==> config.mk <==
export PLATFORM = sky130hd
export DESIGN_NAME = deblocking_edge_filter_top
export DESIGN_NICKNAME = d
export VERILOG_FILES = /design/src/rtl/dbf_pkg.sv /design/src/rtl/dbf_core.sv /design/src/rtl/deblocking_edge_filter_top.sv
export SDC_FILE = /design/constraint.sdc
export NUM_CORES = 1
export LEC_CHECK = 0
export ABC_AREA = 1
export BUFFER_PORTS_ARGS = -buffer_cell sky130_fd_sc_hd__buf_2
export CORE_MARGIN = 5
export CORE_UTILIZATION = 50
export DETAILED_ROUTE_END_ITERATION = 8
export GPL_ROUTABILITY_DRIVEN = 0
export GPL_TIMING_DRIVEN = 0
export PLACE_DENSITY = 0.69
export SYNTH_ARGS = -nofsm -noshare
export SYNTH_HDL_FRONTEND = slang
export SYNTH_SLANG_ARGS = --single-unit
==> constraint.sdc <==
create_clock -name clk -period 12 [get_ports clk]
set_input_delay 0.6 -clock clk [delete_from_list [all_inputs] [get_ports clk]]
set_output_delay 0.6 -clock clk [all_outputs]
set_load 0.01 [all_outputs]
==> src/rtl/dbf_pkg.sv <==
`timescale 1ns / 1ps
// ----------------------------------------------------------------------------
// dbf_pkg
// Shared constants and threshold tables for the deblocking edge filter.
// ----------------------------------------------------------------------------
package dbf_pkg;

    localparam int unsigned SAMPLE_BITS_DEF = 8;
    localparam int unsigned QP_BITS         = 6;
    localparam int unsigned STR_BITS        = 3;
    localparam logic [5:0]  QP_MAX          = 6'd51;
    localparam logic [2:0]  STR_STRONG      = 3'd4;
    localparam logic [2:0]  STR_NONE        = 3'd0;
    localparam logic        MODE_CHROMA     = 1'b1;

    typedef struct packed {
        logic [7:0] alpha;
        logic [4:0] beta;
        logic [4:0] tc0_1;
        logic [4:0] tc0_2;
        logic [4:0] tc0_3;
    } thr_t;

    // Look up alpha, beta and tc0 for a clipped quantiser
    function automatic thr_t thr_lookup(input logic [5:0] qp);
        thr_t t;
        t = '0;
        case (qp)
            6'd16: t = '{8'd4,   5'd2,  5'd0,  5'd0,  5'd0};
            6'd17: t = '{8'd4,   5'd2,  5'd0,  5'd0,  5'd1};
            6'd18: t = '{8'd5,   5'd2,  5'd0,  5'd0,  5'd1};
            6'd19: t = '{8'd6,   5'd3,  5'd0,  5'd0,  5'd1};
            6'd20: t = '{8'd7,   5'd3,  5'd0,  5'd0,  5'd1};
            6'd21: t = '{8'd8,   5'd3,  5'd0,  5'd1,  5'd1};
            6'd22: t = '{8'd9,   5'd3,  5'd0,  5'd1,  5'd1};
            6'd23: t = '{8'd10,  5'd4,  5'd1,  5'd1,  5'd1};
            6'd24: t = '{8'd12,  5'd4,  5'd1,  5'd1,  5'd1};
            6'd25: t = '{8'd13,  5'd4,  5'd1,  5'd1,  5'd1};
            6'd26: t = '{8'd15,  5'd6,  5'd1,  5'd1,  5'd1};
            6'd27: t = '{8'd17,  5'd6,  5'd1,  5'd1,  5'd2};
            6'd28: t = '{8'd20,  5'd7,  5'd1,  5'd1,  5'd2};
            6'd29: t = '{8'd22,  5'd7,  5'd1,  5'd1,  5'd2};
            6'd30: t = '{8'd25,  5'd8,  5'd1,  5'd1,  5'd2};
            6'd31: t = '{8'd28,  5'd8,  5'd1,  5'd2,  5'd3};
            6'd32: t = '{8'd32,  5'd9,  5'd1,  5'd2,  5'd3};
            6'd33: t = '{8'd36,  5'd9,  5'd2,  5'd2,  5'd3};
            6'd34: t = '{8'd40,  5'd10, 5'd2,  5'd2,  5'd4};
            6'd35: t = '{8'd45,  5'd10, 5'd2,  5'd3,  5'd4};
            6'd36: t = '{8'd50,  5'd11, 5'd2,  5'd3,  5'd4};
            6'd37: t = '{8'd56,  5'd11, 5'd3,  5'd3,  5'd5};
            6'd38: t = '{8'd63,  5'd12, 5'd3,  5'd4,  5'd6};
            6'd39: t = '{8'd71,  5'd12, 5'd3,  5'd4,  5'd6};
            6'd40: t = '{8'd80,  5'd13, 5'd4,  5'd5,  5'd7};
            6'd41: t = '{8'd90,  5'd13, 5'd4,  5'd5,  5'd8};
            6'd42: t = '{8'd101, 5'd14, 5'd4,  5'd6,  5'd9};
            6'd43: t = '{8'd113, 5'd14, 5'd5,  5'd7,  5'd10};
            6'd44: t = '{8'd127, 5'd15, 5'd6,  5'd8,  5'd11};
            6'd45: t = '{8'd144, 5'd15, 5'd6,  5'd8,  5'd13};
            6'd46: t = '{8'd162, 5'd16, 5'd7,  5'd10, 5'd14};
            6'd47: t = '{8'd182, 5'd16, 5'd8,  5'd11, 5'd16};
            6'd48: t = '{8'd203, 5'd17, 5'd9,  5'd12, 5'd18};
            6'd49: t = '{8'd226, 5'd17, 5'd10, 5'd13, 5'd20};
            6'd50: t = '{8'd255, 5'd18, 5'd11, 5'd15, 5'd23};
            6'd51: t = '{8'd255, 5'd18, 5'd13, 5'd17, 5'd25};
            default: t = '0;
        endcase
        return t;
    endfunction

endpackage

==> src/rtl/dbf_core.sv <==
`timescale 1ns / 1ps
// ----------------------------------------------------------------------------
// dbf_core
// Three-stage filter datapath: thresholds, decisions, filter taps.
// Advances when adv is high; valid bits travel with each stage.
// ----------------------------------------------------------------------------
module dbf_core #(
    parameter int unsigned SAMPLE_BITS = dbf_pkg::SAMPLE_BITS_DEF
) (
    input  logic                   clk,
    input  logic                   rst_n,
    input  logic                   adv,
    input  logic                   in_vld,
    input  logic                   mode,
    input  logic [2:0]             strength,
    input  logic [5:0]             qp_avg,
    input  logic [SAMPLE_BITS-1:0] in_p3,
    input  logic [SAMPLE_BITS-1:0] in_p2,
    input  logic [SAMPLE_BITS-1:0] in_p1,
    input  logic [SAMPLE_BITS-1:0] in_p0,
    input  logic [SAMPLE_BITS-1:0] in_q0,
    input  logic [SAMPLE_BITS-1:0] in_q1,
    input  logic [SAMPLE_BITS-1:0] in_q2,
    input  logic [SAMPLE_BITS-1:0] in_q3,
    output logic                   res_vld,
    output logic [SAMPLE_BITS-1:0] res_p2,
    output logic [SAMPLE_BITS-1:0] res_p1,
    output logic [SAMPLE_BITS-1:0] res_p0,
    output logic [SAMPLE_BITS-1:0] res_q0,
    output logic [SAMPLE_BITS-1:0] res_q1,
    output logic [SAMPLE_BITS-1:0] res_q2,
    output logic                   res_flt
);
    import dbf_pkg::*;

    localparam int unsigned W  = SAMPLE_BITS;
    localparam int unsigned SW = SAMPLE_BITS + 5;

    typedef logic [W-1:0] smp_t;
    typedef logic signed [SW-1:0] wide_t;

    typedef struct packed {
        smp_t p3, p2, p1, p0, q0, q1, q2, q3;
    } line_t;

    function automatic smp_t absd(input smp_t a, input smp_t b);
        return (a > b) ? smp_t'(a - b) : smp_t'(b - a);
    endfunction

    function automatic smp_t clip_pix(input wide_t v);
        if (v < 0)
            return '0;
        else if (v > wide_t'((1 << W) - 1))
            return '1;
        return v[W-1:0];
    endfunction

    function automatic wide_t clip_c(input wide_t v, input wide_t c);
        if (v < -c)
            return -c;
        else if (v > c)
            return c;
        return v;
    endfunction

    function automatic wide_t ext(input smp_t s);
        return wide_t'({1'b0, s});
    endfunction

    // ---------------- stage 1: clip inputs, look up thresholds
    logic        s1_vld_reg;
    line_t       s1_ln_reg;
    logic        s1_chr_reg;
    logic [2:0]  s1_bs_reg;
    thr_t        s1_thr_reg;
    logic [5:0]  qp_c;
    logic [2:0]  bs_c;

    always_comb
    begin
        qp_c = (qp_avg > QP_MAX) ? QP_MAX : qp_avg;
        bs_c = (strength > STR_STRONG) ? STR_STRONG : strength;
    end

    always_ff @(posedge clk or negedge rst_n)
    begin
        if (!rst_n)
            s1_vld_reg <= 1'b0;
        else if (adv)
            s1_vld_reg <= in_vld;
    end

    always_ff @(posedge clk)
    begin
        if (adv)
        begin
            s1_ln_reg  <= '{in_p3, in_p2, in_p1, in_p0, in_q0, in_q1, in_q2, in_q3};
            s1_chr_reg <= (mode == MODE_CHROMA);
            s1_bs_reg  <= bs_c;
            s1_thr_reg <= thr_lookup(qp_c);
        end
    end

    // ---------------- stage 2: activity and side decisions, pick tc0
    logic        s2_vld_reg;
    line_t       s2_ln_reg;
    logic        s2_chr_reg;
    logic        s2_strong_reg;
    logic        s2_flt_reg;
    logic        s2_ap_reg, s2_aq_reg, s2_small_reg;
    logic [4:0]  s2_c_reg;
    smp_t        d_pq;
    logic [4:0]  c_sel;
    logic        flt_c;

    always_comb
    begin
        d_pq  = absd(s1_ln_reg.p0, s1_ln_reg.q0);
        flt_c = (s1_bs_reg != STR_NONE) && (W'(d_pq) < W'(s1_thr_reg.alpha))
              && (absd(s1_ln_reg.p1, s1_ln_reg.p0) < W'(s1_thr_reg.beta))
              && (absd(s1_ln_reg.q1, s1_ln_reg.q0) < W'(s1_thr_reg.beta));
        case (s1_bs_reg)
            3'd1:    c_sel = s1_thr_reg.tc0_1;
            3'd2:    c_sel = s1_thr_reg.tc0_2;
            default: c_sel = s1_thr_reg.tc0_3;
        endcase
    end

    always_ff @(posedge clk or negedge rst_n)
    begin
        if (!rst_n)
            s2_vld_reg <= 1'b0;
        else if (adv)
            s2_vld_reg <= s1_vld_reg;
    end

    always_ff @(posedge clk)
    begin
        if (adv)
        begin
            s2_ln_reg     <= s1_ln_reg;
            s2_chr_reg    <= s1_chr_reg;
            s2_strong_reg <= (s1_bs_reg == STR_STRONG);
            s2_flt_reg    <= flt_c;
            s2_ap_reg     <= absd(s1_ln_reg.p2, s1_ln_reg.p0) < W'(s1_thr_reg.beta);
            s2_aq_reg     <= absd(s1_ln_reg.q2, s1_ln_reg.q0) < W'(s1_thr_reg.beta);
            s2_small_reg  <= W'(d_pq) < (W'(s1_thr_reg.alpha >> 2) + W'(2));
            s2_c_reg      <= c_sel;
        end
    end

    // ---------------- stage 3: filter taps and output select
    logic  s3_vld_reg;
    smp_t  s3_p2_reg, s3_p1_reg, s3_p0_reg, s3_q0_reg, s3_q1_reg, s3_q2_reg;
    logic  s3_flt_reg;
    smp_t  n_p2, n_p1, n_p0, n_q0, n_q1, n_q2;
    wide_t p3, p2, p1, p0, q0, q1, q2, q3, c, tc, dl, avg, t;

    always_comb
    begin
        p3 = ext(s2_ln_reg.p3); p2 = ext(s2_ln_reg.p2);
        p1 = ext(s2_ln_reg.p1); p0 = ext(s2_ln_reg.p0);
        q0 = ext(s2_ln_reg.q0); q1 = ext(s2_ln_reg.q1);
        q2 = ext(s2_ln_reg.q2); q3 = ext(s2_ln_reg.q3);
        c  = wide_t'({1'b0, s2_c_reg});
        n_p2 = s2_ln_reg.p2; n_p1 = s2_ln_reg.p1; n_p0 = s2_ln_reg.p0;
        n_q0 = s2_ln_reg.q0; n_q1 = s2_ln_reg.q1; n_q2 = s2_ln_reg.q2;
        tc = s2_chr_reg ? c + wide_t'(1)
                        : c + wide_t'(s2_ap_reg) + wide_t'(s2_aq_reg);
        dl = clip_c(wide_t'(((q0 - p0) * 4 + (p1 - q1) + 4) >>> 3), tc);
        avg = wide_t'((p0 + q0 + 1) >>> 1);
        t  = '0;
        if (s2_flt_reg)
        begin
            if (s2_strong_reg)
            begin
                if (!s2_chr_reg && s2_ap_reg && s2_small_reg)
                begin
                    t    = wide_t'((p2 + 2*p1 + 2*p0 + 2*q0 + q1 + 4) >>> 3);
                    n_p0 = t[W-1:0];
                    t    = wide_t'((p2 + p1 + p0 + q0 + 2) >>> 2);
                    n_p1 = t[W-1:0];
                    t    = wide_t'((2*p3 + 3*p2 + p1 + p0 + q0 + 4) >>> 3);
                    n_p2 = t[W-1:0];
                end
                else
                begin
                    t    = wide_t'((2*p1 + p0 + q1 + 2) >>> 2);
                    n_p0 = t[W-1:0];
                end
                if (!s2_chr_reg && s2_aq_reg && s2_small_reg)
                begin
                    t    = wide_t'((p1 + 2*p0 + 2*q0 + 2*q1 + q2 + 4) >>> 3);
                    n_q0 = t[W-1:0];
                    t    = wide_t'((p0 + q0 + q1 + q2 + 2) >>> 2);
                    n_q1 = t[W-1:0];
                    t    = wide_t'((2*q3 + 3*q2 + q1 + q0 + p0 + 4) >>> 3);
                    n_q2 = t[W-1:0];
                end
                else
                begin
                    t    = wide_t'((2*q1 + q0 + p1 + 2) >>> 2);
                    n_q0 = t[W-1:0];
                end
            end
            else
            begin
                n_p0 = clip_pix(p0 + dl);
                n_q0 = clip_pix(q0 - dl);
                if (!s2_chr_reg && s2_ap_reg)
                    n_p1 = clip_pix(p1 + clip_c(wide_t'((p2 + avg - 2*p1) >>> 1), c));
                if (!s2_chr_reg && s2_aq_reg)
                    n_q1 = clip_pix(q1 + clip_c(wide_t'((q2 + avg - 2*q1) >>> 1), c));
            end
        end
    end

    always_ff @(posedge clk or negedge rst_n)
    begin
        if (!rst_n)
            s3_vld_reg <= 1'b0;
        else if (adv)
            s3_vld_reg <= s2_vld_reg;
    end

    always_ff @(posedge clk)
    begin
        if (adv)
        begin
            s3_p2_reg  <= n_p2; s3_p1_reg <= n_p1; s3_p0_reg <= n_p0;
            s3_q0_reg  <= n_q0; s3_q1_reg <= n_q1; s3_q2_reg <= n_q2;
            s3_flt_reg <= s2_flt_reg;
        end
    end

    assign res_vld = s3_vld_reg;
    assign res_p2  = s3_p2_reg;
    assign res_p1  = s3_p1_reg;
    assign res_p0  = s3_p0_reg;
    assign res_q0  = s3_q0_reg;
    assign res_q1  = s3_q1_reg;
    assign res_q2  = s3_q2_reg;
    assign res_flt = s3_flt_reg;

endmodule

==> src/rtl/deblocking_edge_filter_top.sv <==
`timescale 1ns / 1ps
// ----------------------------------------------------------------------------
// deblocking_edge_filter_top
// Filters one line of samples across a luma or chroma block edge.
//
//   channel  valid      stall      payload
//   input    in_valid   in_stall   mode, strength, qp_avg, in_p3..in_q3
//   output   out_valid  out_stall  out_p2..out_q2, edge_filtered
//
// Reset clears all stage valid bits. One transaction per cycle unless the
// pipeline holds, passing the thresholds, decision and filter-tap stages.
// The whole pipeline holds while out_stall is high and the last stage is
// full; in_stall follows that condition, so nothing is dropped or repeated.
// ----------------------------------------------------------------------------
module deblocking_edge_filter_top #(
    parameter int unsigned SAMPLE_BITS = dbf_pkg::SAMPLE_BITS_DEF
) (
    input  logic                   clk,
    input  logic                   rst_n,
    input  logic                   in_valid,
    output logic                   in_stall,
    input  logic                   mode,
    input  logic [2:0]             strength,
    input  logic [5:0]             qp_avg,
    input  logic [SAMPLE_BITS-1:0] in_p3,
    input  logic [SAMPLE_BITS-1:0] in_p2,
    input  logic [SAMPLE_BITS-1:0] in_p1,
    input  logic [SAMPLE_BITS-1:0] in_p0,
    input  logic [SAMPLE_BITS-1:0] in_q0,
    input  logic [SAMPLE_BITS-1:0] in_q1,
    input  logic [SAMPLE_BITS-1:0] in_q2,
    input  logic [SAMPLE_BITS-1:0] in_q3,
    output logic                   out_valid,
    input  logic                   out_stall,
    output logic [SAMPLE_BITS-1:0] out_p2,
    output logic [SAMPLE_BITS-1:0] out_p1,
    output logic [SAMPLE_BITS-1:0] out_p0,
    output logic [SAMPLE_BITS-1:0] out_q0,
    output logic [SAMPLE_BITS-1:0] out_q1,
    output logic [SAMPLE_BITS-1:0] out_q2,
    output logic                   edge_filtered
);
    import dbf_pkg::*;

    logic adv;

    // Advance unless a finished result is held by the consumer
    assign adv      = !(out_valid && out_stall);
    assign in_stall = !adv;

    dbf_core #(
        .SAMPLE_BITS(SAMPLE_BITS)
    ) u_core (
        .clk      (clk),
        .rst_n    (rst_n),
        .adv      (adv),
        .in_vld   (in_valid),
        .mode     (mode),
        .strength (strength),
        .qp_avg   (qp_avg),
        .in_p3    (in_p3),
        .in_p2    (in_p2),
        .in_p1    (in_p1),
        .in_p0    (in_p0),
        .in_q0    (in_q0),
        .in_q1    (in_q1),
        .in_q2    (in_q2),
        .in_q3    (in_q3),
        .res_vld  (out_valid),
        .res_p2   (out_p2),
        .res_p1   (out_p1),
        .res_p0   (out_p0),
        .res_q0   (out_q0),
        .res_q1   (out_q1),
        .res_q2   (out_q2),
        .res_flt  (edge_filtered)
    );

endmodule

## Yosys cells after proc, flatten, opt, wreduce, memory -nomap -nowiden

Memory sizes are Yosys's and may differ from the RTL's. A register that Yosys moved wholly into a read port is not among the register bits.
Cells that the tools add are included.

- Register bits: 200
- Bits in read-only memories: 1728
- Input bits: 78
- Word-level logic and storage cells: 228
- Memories: 1

Memory list:

| name | depth | width | read ports | clocked after Yosys merged registers in | write ports | line | RTL |
|---|---|---|---|---|---|---|---|
| (name not given) | 64 | 27 | 1 | 1 | 0 | dbf_pkg.sv:28 | `case (qp)` |

- Add/subtract/negate cells: 63
- $mul: 2
- Magnitude comparators: 27
- Eq/ne operators: 3
- Muxes and demuxes: 85
- Reductions and logical operators: 11

Operators by type and width:

| operator | count |
|---|---|
| $mux W8 | 37 |
| $mux W13 | 16 |
| $add A11 B9 Y11 | 8 |
| $sub A8 B8 Y8 | 10 |
| $add A10 B9 Y10 | 6 |
| $gt A13 B9 Y1 const B | 4 |
| $lt A13 B1 Y1 const B | 4 |
| $add A11 B10 Y11 | 4 |
| $add A11 B4 Y11 const B | 4 |
| $add A10 B3 Y10 const B | 4 |
| $gt A8 B8 Y1 | 5 |
| $add A9 B13 Y13 | 3 |
| $lt A13 B13 Y1 | 3 |
| $lt A8 B5 Y1 | 4 |
| $mux W1 | 30 |
| $add A9 B13 Y14 | 2 |
| $sub A14 B10 Y14 | 2 |
| $gt A13 B6 Y1 | 2 |
| $add A10 B11 Y11 | 2 |
| $add A8 B9 Y10 | 2 |
| $add A9 B8 Y10 | 2 |
| $mul A2 B8 Y10 const A | 2 |
| $add A8 B8 Y9 | 2 |
| $sub A8 B8 Y9 | 2 |
| 22 further kinds | 31 |

## Depth between registers and ports, before layout

- Depth in word-level cells: 25
- Gate-level depth with buffers: 55

## Modules after synthesis

A second synthesis with hierarchy kept.

- Cell total of the unflattened synthesis: 2961
- Area, all modules: 24915.1 um^2

By module, submodules not included:

| module | instances | cells each | area an instance (um^2) | sequential area each (um^2) |
|---|---|---|---|---|
| dbf_core | 1 | 2959 | 24905.1 | 6621.4 |
| deblocking_edge_filter_top | 1 | 2 | 10.0 | 0.0 |

## Worst setup path before layout

OpenSTA, ideal clock, no wires.

- Path type: register to register
- Start: register u_core.s2_ln_reg (netlist bit u_core.p0[1])
- End: register u_core.s3_p1_reg[6], in the netlist u_core.res_p1[6], data pin
- Library setup time: 259 ps
- Data arrival time: 7473 ps
- Required time: 11741 ps
- Path slack: 4268 ps
- Stages on the path, launching flop included: 53
- Buffers on the path: 3
- Period minus slack after synthesis: 7732 ps
- Cell sequence: edfxtp_1 inv_1 ha_1 nor2_1 nor2_1 o21ai_1 a21oi_1 o21bai_1 a21oi_1 o21ai_1 xor2_1 inv_1 nor3_1 xor2_1 fa_1 inv_1 fa_1 inv_1 [... 17 more ...] buf_2 nand2_1 o21ai_1 ha_1 inv_1 fa_1 o21ai_0 nand2_1 nand2_1 a21oi_1 o21ai_0 nand3_1 nand2_1 nand2_1 o21ai_1 nand2_1 nand2_1 a21oi_1

- Longest elaborated chain between the ends: 25
- Elaborated cells on any way between the ends: 33

Ends and longest elaborated chain:

| element | line | RTL |
|---|---|---|
| from (decl) | dbf_core.sv:106 | `line_t s2_ln_reg;` |
| from (signal assigned) | dbf_core.sv:141 | `s2_ln_reg <= s1_ln_reg;` |
| $add A8 B8 Y9 | dbf_core.sv:171 | `avg = wide_t'((p0 + q0 + 1) >>> 1);` |
| $add A9 B1 Y10 | dbf_core.sv:171 |  |
| $add A9 B13 Y14 | dbf_core.sv:211 | `n_p1 = clip_pix(p1 + clip_c(wide_t'((p2 + avg - 2*p1) >>> 1), c));` |
| $sub A14 B10 Y14 | dbf_core.sv:211 |  |
| $gt A13 B6 Y1 | dbf_core.sv:61 | `else if (v > c)` |
| $mux W1 | dbf_core.sv:61 |  |
| $mux W1 | dbf_core.sv:59 | `if (v < -c)` |
| $mux W1 | dbf_core.sv:210 | `if (!s2_chr_reg && s2_ap_reg)` |
| [... 10 more ...] | -- |  |
| $mux W1 | dbf_core.sv:210 |  |
| $mux W1 | dbf_core.sv:175 | `if (s2_strong_reg)` |
| $mux W1 | dbf_core.sv:173 | `if (s2_flt_reg)` |
| $mux W8 | dbf_core.sv:55 | `return v[W-1:0];` |
| $mux W8 | dbf_core.sv:210 |  |
| $mux W8 * | dbf_core.sv:175 |  |
| $mux W8 * | dbf_core.sv:173 |  |
| via u_core.n_p1[6] | dbf_core.sv:156 | `smp_t n_p2, n_p1, n_p0, n_q0, n_q1, n_q2;` |
| to (signal assigned) | dbf_core.sv:230 | `s3_p2_reg <= n_p2; s3_p1_reg <= n_p1; s3_p0_reg <= n_p0;` |
| to (decl) | dbf_core.sv:154 | `smp_t s3_p2_reg, s3_p1_reg, s3_p0_reg, s3_q0_reg, s3_q1_reg, s3_q2_reg;` |

Mark *: on every way through the listed nets, which the timed path passes. The rest lies on a longest branch. The select of a mux whose other input is x is not followed.
A chain may end at the register's enable or synchronous reset.

## Worst setup path after layout

- Start: register u_core.s2_ln_reg (netlist bit u_core.p0[2])
- End: register u_core.s3_q1_reg[0], in the netlist u_core.res_q1[0], data pin

- Longest elaborated chain between the ends: 25
- Elaborated cells on any way between the ends: 33

Ends and longest elaborated chain:

| element | line | RTL |
|---|---|---|
| $add A8 B8 Y9 * | dbf_core.sv:171, dbf_core.sv:195 |  |
| $add A9 B1 Y10 | dbf_core.sv:171 |  |
| $add A9 B13 Y14 | dbf_core.sv:213 | `n_q1 = clip_pix(q1 + clip_c(wide_t'((q2 + avg - 2*q1) >>> 1), c));` |
| $sub A14 B10 Y14 | dbf_core.sv:213 |  |
| $gt A13 B6 Y1 | dbf_core.sv:61 |  |
| $mux W1 | dbf_core.sv:61 |  |
| $mux W1 | dbf_core.sv:59 |  |
| $mux W1 | dbf_core.sv:212 | `if (!s2_chr_reg && s2_aq_reg)` |
| [... 10 more ...] | -- |  |
| $mux W1 | dbf_core.sv:212 |  |
| $mux W1 | dbf_core.sv:175 |  |
| $mux W1 | dbf_core.sv:173 |  |
| $mux W8 | dbf_core.sv:55 |  |
| $mux W8 | dbf_core.sv:212 |  |
| $mux W8 * | dbf_core.sv:175 |  |
| $mux W8 * | dbf_core.sv:173 |  |
| via u_core.n_q1[0] | dbf_core.sv:156 |  |
| to (signal assigned) | dbf_core.sv:231 | `s3_q0_reg <= n_q0; s3_q1_reg <= n_q1; s3_q2_reg <= n_q2;` |
| to (decl) | dbf_core.sv:154 |  |

Marks and branches as above.

==> key figures <==
Final layout
  • Final core occ: 0.550
  • Layout cell share with drive strength beyond 1: 0.0738
  • Nets: 3925
  • Multi-input gate area: about 17000 µm²
  • FF+latch area: 6620 µm²
  • Max reg flops: 64
  • Fill cell count: 4820
  • Area grow syn2layout: 9.04%

Floorplan
  • Core region area: approximately 51000 µm²
  • Initial Utilization: 0.505
  • Die height: 238 µm
  • Num rows: 83
  • DIE AREA: approximately 56000 µm²
  • Die width: roughly 240 µm
  • I/O pin count: 129

Setup path
  • Arrival @ worst endpoint: a little over 10 ns
  • R2r setup slk: approximately 2.1 ns
  • Largest fanout on the critical path: 10
  • CP startpoint: u_core.p0[2]$_DFFE_PN_
  • Crit path max-delay cell type: edfxtp_1
  • Crit path required time: 12.30 ns
  • Path depth of the worst reg2reg path: 50
  • CP startpoint kind: flip-flop
  • Cell mode on critical path: nand2_1
  • CP endpoint: u_core.res_q1[0]$_DFFE_PN_
  • Worst setup EP type: flip-flop
  • Reg2reg start: u_core.p0[2]$_DFFE_PN_
  • Delay of the slowest critical-path stage: around 0.80 ns
  • FF-to-FF End: u_core.res_q1[0]$_DFFE_PN_
  • Critical path class: flip-flop to flip-flop

Min path
  • Hold crit path type: input pin to flip-flop

Routing
  • Detailed-route DRC error count: 0
  • Routed WL: 72600 µm
  • Antenna-violating nets left: 0
  • Starting DRT DRC Count: 1794
  • Drt pass-1 iters: 5
  • Total vias in the final route: 21600
  • Drt wl/cell: 18.1 µm
  • Vias/cell: 5.40

Logic synthesis
  • Seq cells post-synth: around 220
  • Mapped Cells: between 3000 and 4000
  • Synth Cell Area: 25900 µm²
  • Dominant cells by area after synthesis: edfxtp_1 (25%), ha_1 (20%), fa_1 (11%), nand2_1 (8.7%), inv_1 (8.3%)
  • Yosys cell types: between 60 and 70
  • Sequential area share after synthesis: 0.256
  • Ys flop type: edfxtp_1
  • Syn nets: 3767
  • Top cell type's share of synthesized area: 0.253
  • Count leader, synth: nand2_1
  • Post-synth ARST share: 0.0136
  • Commonest cells in the netlist: nand2_1 (598), inv_1 (572), ha_1 (407)
  • Syn avg cell area: between 8 and 9 µm²
  • EDFF count, synth: 218
  • Dominant cell type by area after synthesis: edfxtp_1
  • Ys Warns: 0

Clock tree
  • Num CTS Buffers: 25
  • Root buf cell: clkbuf_16
  • Worst skew pair latency: approximately 0.57 ns
  • Clk buf depth: 3
  • Depth of the CTS H-tree: 1
  • Clock transition at the registers of the reported paths: 0.06 ns
  • CTS sink cnt: 221
  • CTS tree: built

GRT
  • Largest net degree at the start of global routing: 66
  • GRT overflow: 0
  • Initial antenna violation count: 0
  • First-pass GRT wire length: 112000 µm
  • Overall Global Routing Usage: 0.251
  • Vias in the first global route: about 21000

Status
  • Status: complete, no violations

Timing
  • Setup-failing EPs final: 0
  • Setup Total Neg Slack: 0 ns
  • Min Tclk post-route: 9.90 ns
  • Max Fclk: slightly above 100 MHz
  • Worst slew pin tran: 1.04 ns
  • Hold Fails Final Rpt: 0
  • Worst relative slew slack: 0.307
  • Final setup skew: roughly 0.026 ns
  • RSZ-0062 raised after global routing: false
  • Part of the cycle the worst path needs: 0.825
  • Max-slew violations: 0

Placed design
  • DP HPWL: 57900 µm
  • PortBufs: 127

Run
  • Max-cap violations: 0
-- metal layers --
layer / part of all wire / track usage / vias up
met5: 0 / 0 / -
met4: 0.045 / 0.0945 / 0
met3: 0.079 / 0.0388 / 165
met2: 0.45 / 0.415 / 846
met1: 0.42 / 0.336 / 9880
li1: - / - / 10700
-- stage by stage --
step                      instances  setup WS (ns)  hold slack, ns  instance area (µm²)
after floorplan                3142           4.27           0.304                25900
after global placement         3949           2.50           0.399                27400
after detailed placement       3952           2.28           0.400                27500
after CTS                      3999           2.23           0.173                28200
after global routing           3999           1.41           0.186                28200
final                          4000           2.10           0.199                28200
-- worst max-delay path: cells and delay by family (launching register included) --
| kind | cells | cell delay [ns] |
|---|---|---|
| AO/OA/AOI/OAI | 12 | 2.31 |
| XOR/XNOR | 2 | 0.73 |
| adder cells (fa/ha/maj) | 6 | 2.04 |
| buffers and inverters | 9 | 1.38 |
| flip-flops | 1 | 0.80 |
| AND/OR/NAND/NOR | 21 | 2.33 |
-- logic make-up (layout without fill, tap and decap cells) --
family / count (synthesis) / count (layout) / share of synthesized area
other: 1 / 2 / 0.000145
and+or+nand+nor: 968 / 968 / 0.160
AOI/OAI and AO/OA: 625 / 625 / 0.135
muxes: 7 / 7 / 0.00280
adders and majority gates: 547 / 547 / 0.305
buffers and inverters: 630 / 807 / 0.0924
xor gates and xnor gates: 143 / 143 / 0.0498
DFF: 221 / 221 / 0.256
-- cells in the final DEF (no fill, tap or decap), drive strengths merged, types with 20 or more instances in the layout --
master	n
a21o	20
a21oi	282
a31oi	22
buf	140
clkbuf	60
edfxtp	218
fa	140
ha	407
inv	591
nand2	620
nand3	126
nand4	24
nor2	143
nor3	26
o211ai	20
o21ai	206
o21bai	30
xnor2	55
xor2	88
-- layout make-up --
type,instances,share of cell area
multi-input combinational,2291,0.598
clock buffer,32,0.0231
clock inverter,14,0.00354
timing repair buffer,131,0.0258
antenna,1,0.0000886
buffer,38,0.00598
inverter,592,0.0788
sequential,221,0.234
tap,680,0.0301
-- worst min path at each step --
stage             start                        endpoint  slack [ns]  cells past startpoint
2_1_floorplan     rst_n      u_core.res_vld$_DFFE_PN0N_        0.30                      0
5_1_grt        in_p3[7]  u_core.s1_ln_reg[63]$_DFFE_PN_        0.19                      1
6_report       in_q1[6]  u_core.s1_ln_reg[22]$_DFFE_PN_        0.20                      1
3_3_place_gp      rst_n      u_core.res_vld$_DFFE_PN0N_        0.40                      1
4_1_cts        in_p2[4]  u_core.s1_ln_reg[52]$_DFFE_PN_        0.17                      1
3_5_place_dp      rst_n      u_core.res_vld$_DFFE_PN0N_        0.40                      1
-- timing repair --
action | 4_1_cts | 5_1_grt
setup buffers | 0 | 0
gates resized for setup | 0 | 0
endpoints found under the hold margin | 3 | 0
hold buffers | 1 | 0
Power is left out: the tool's default activity adds up to more than one toggle a clock period on the data nets, which glitch-free logic cannot reach.
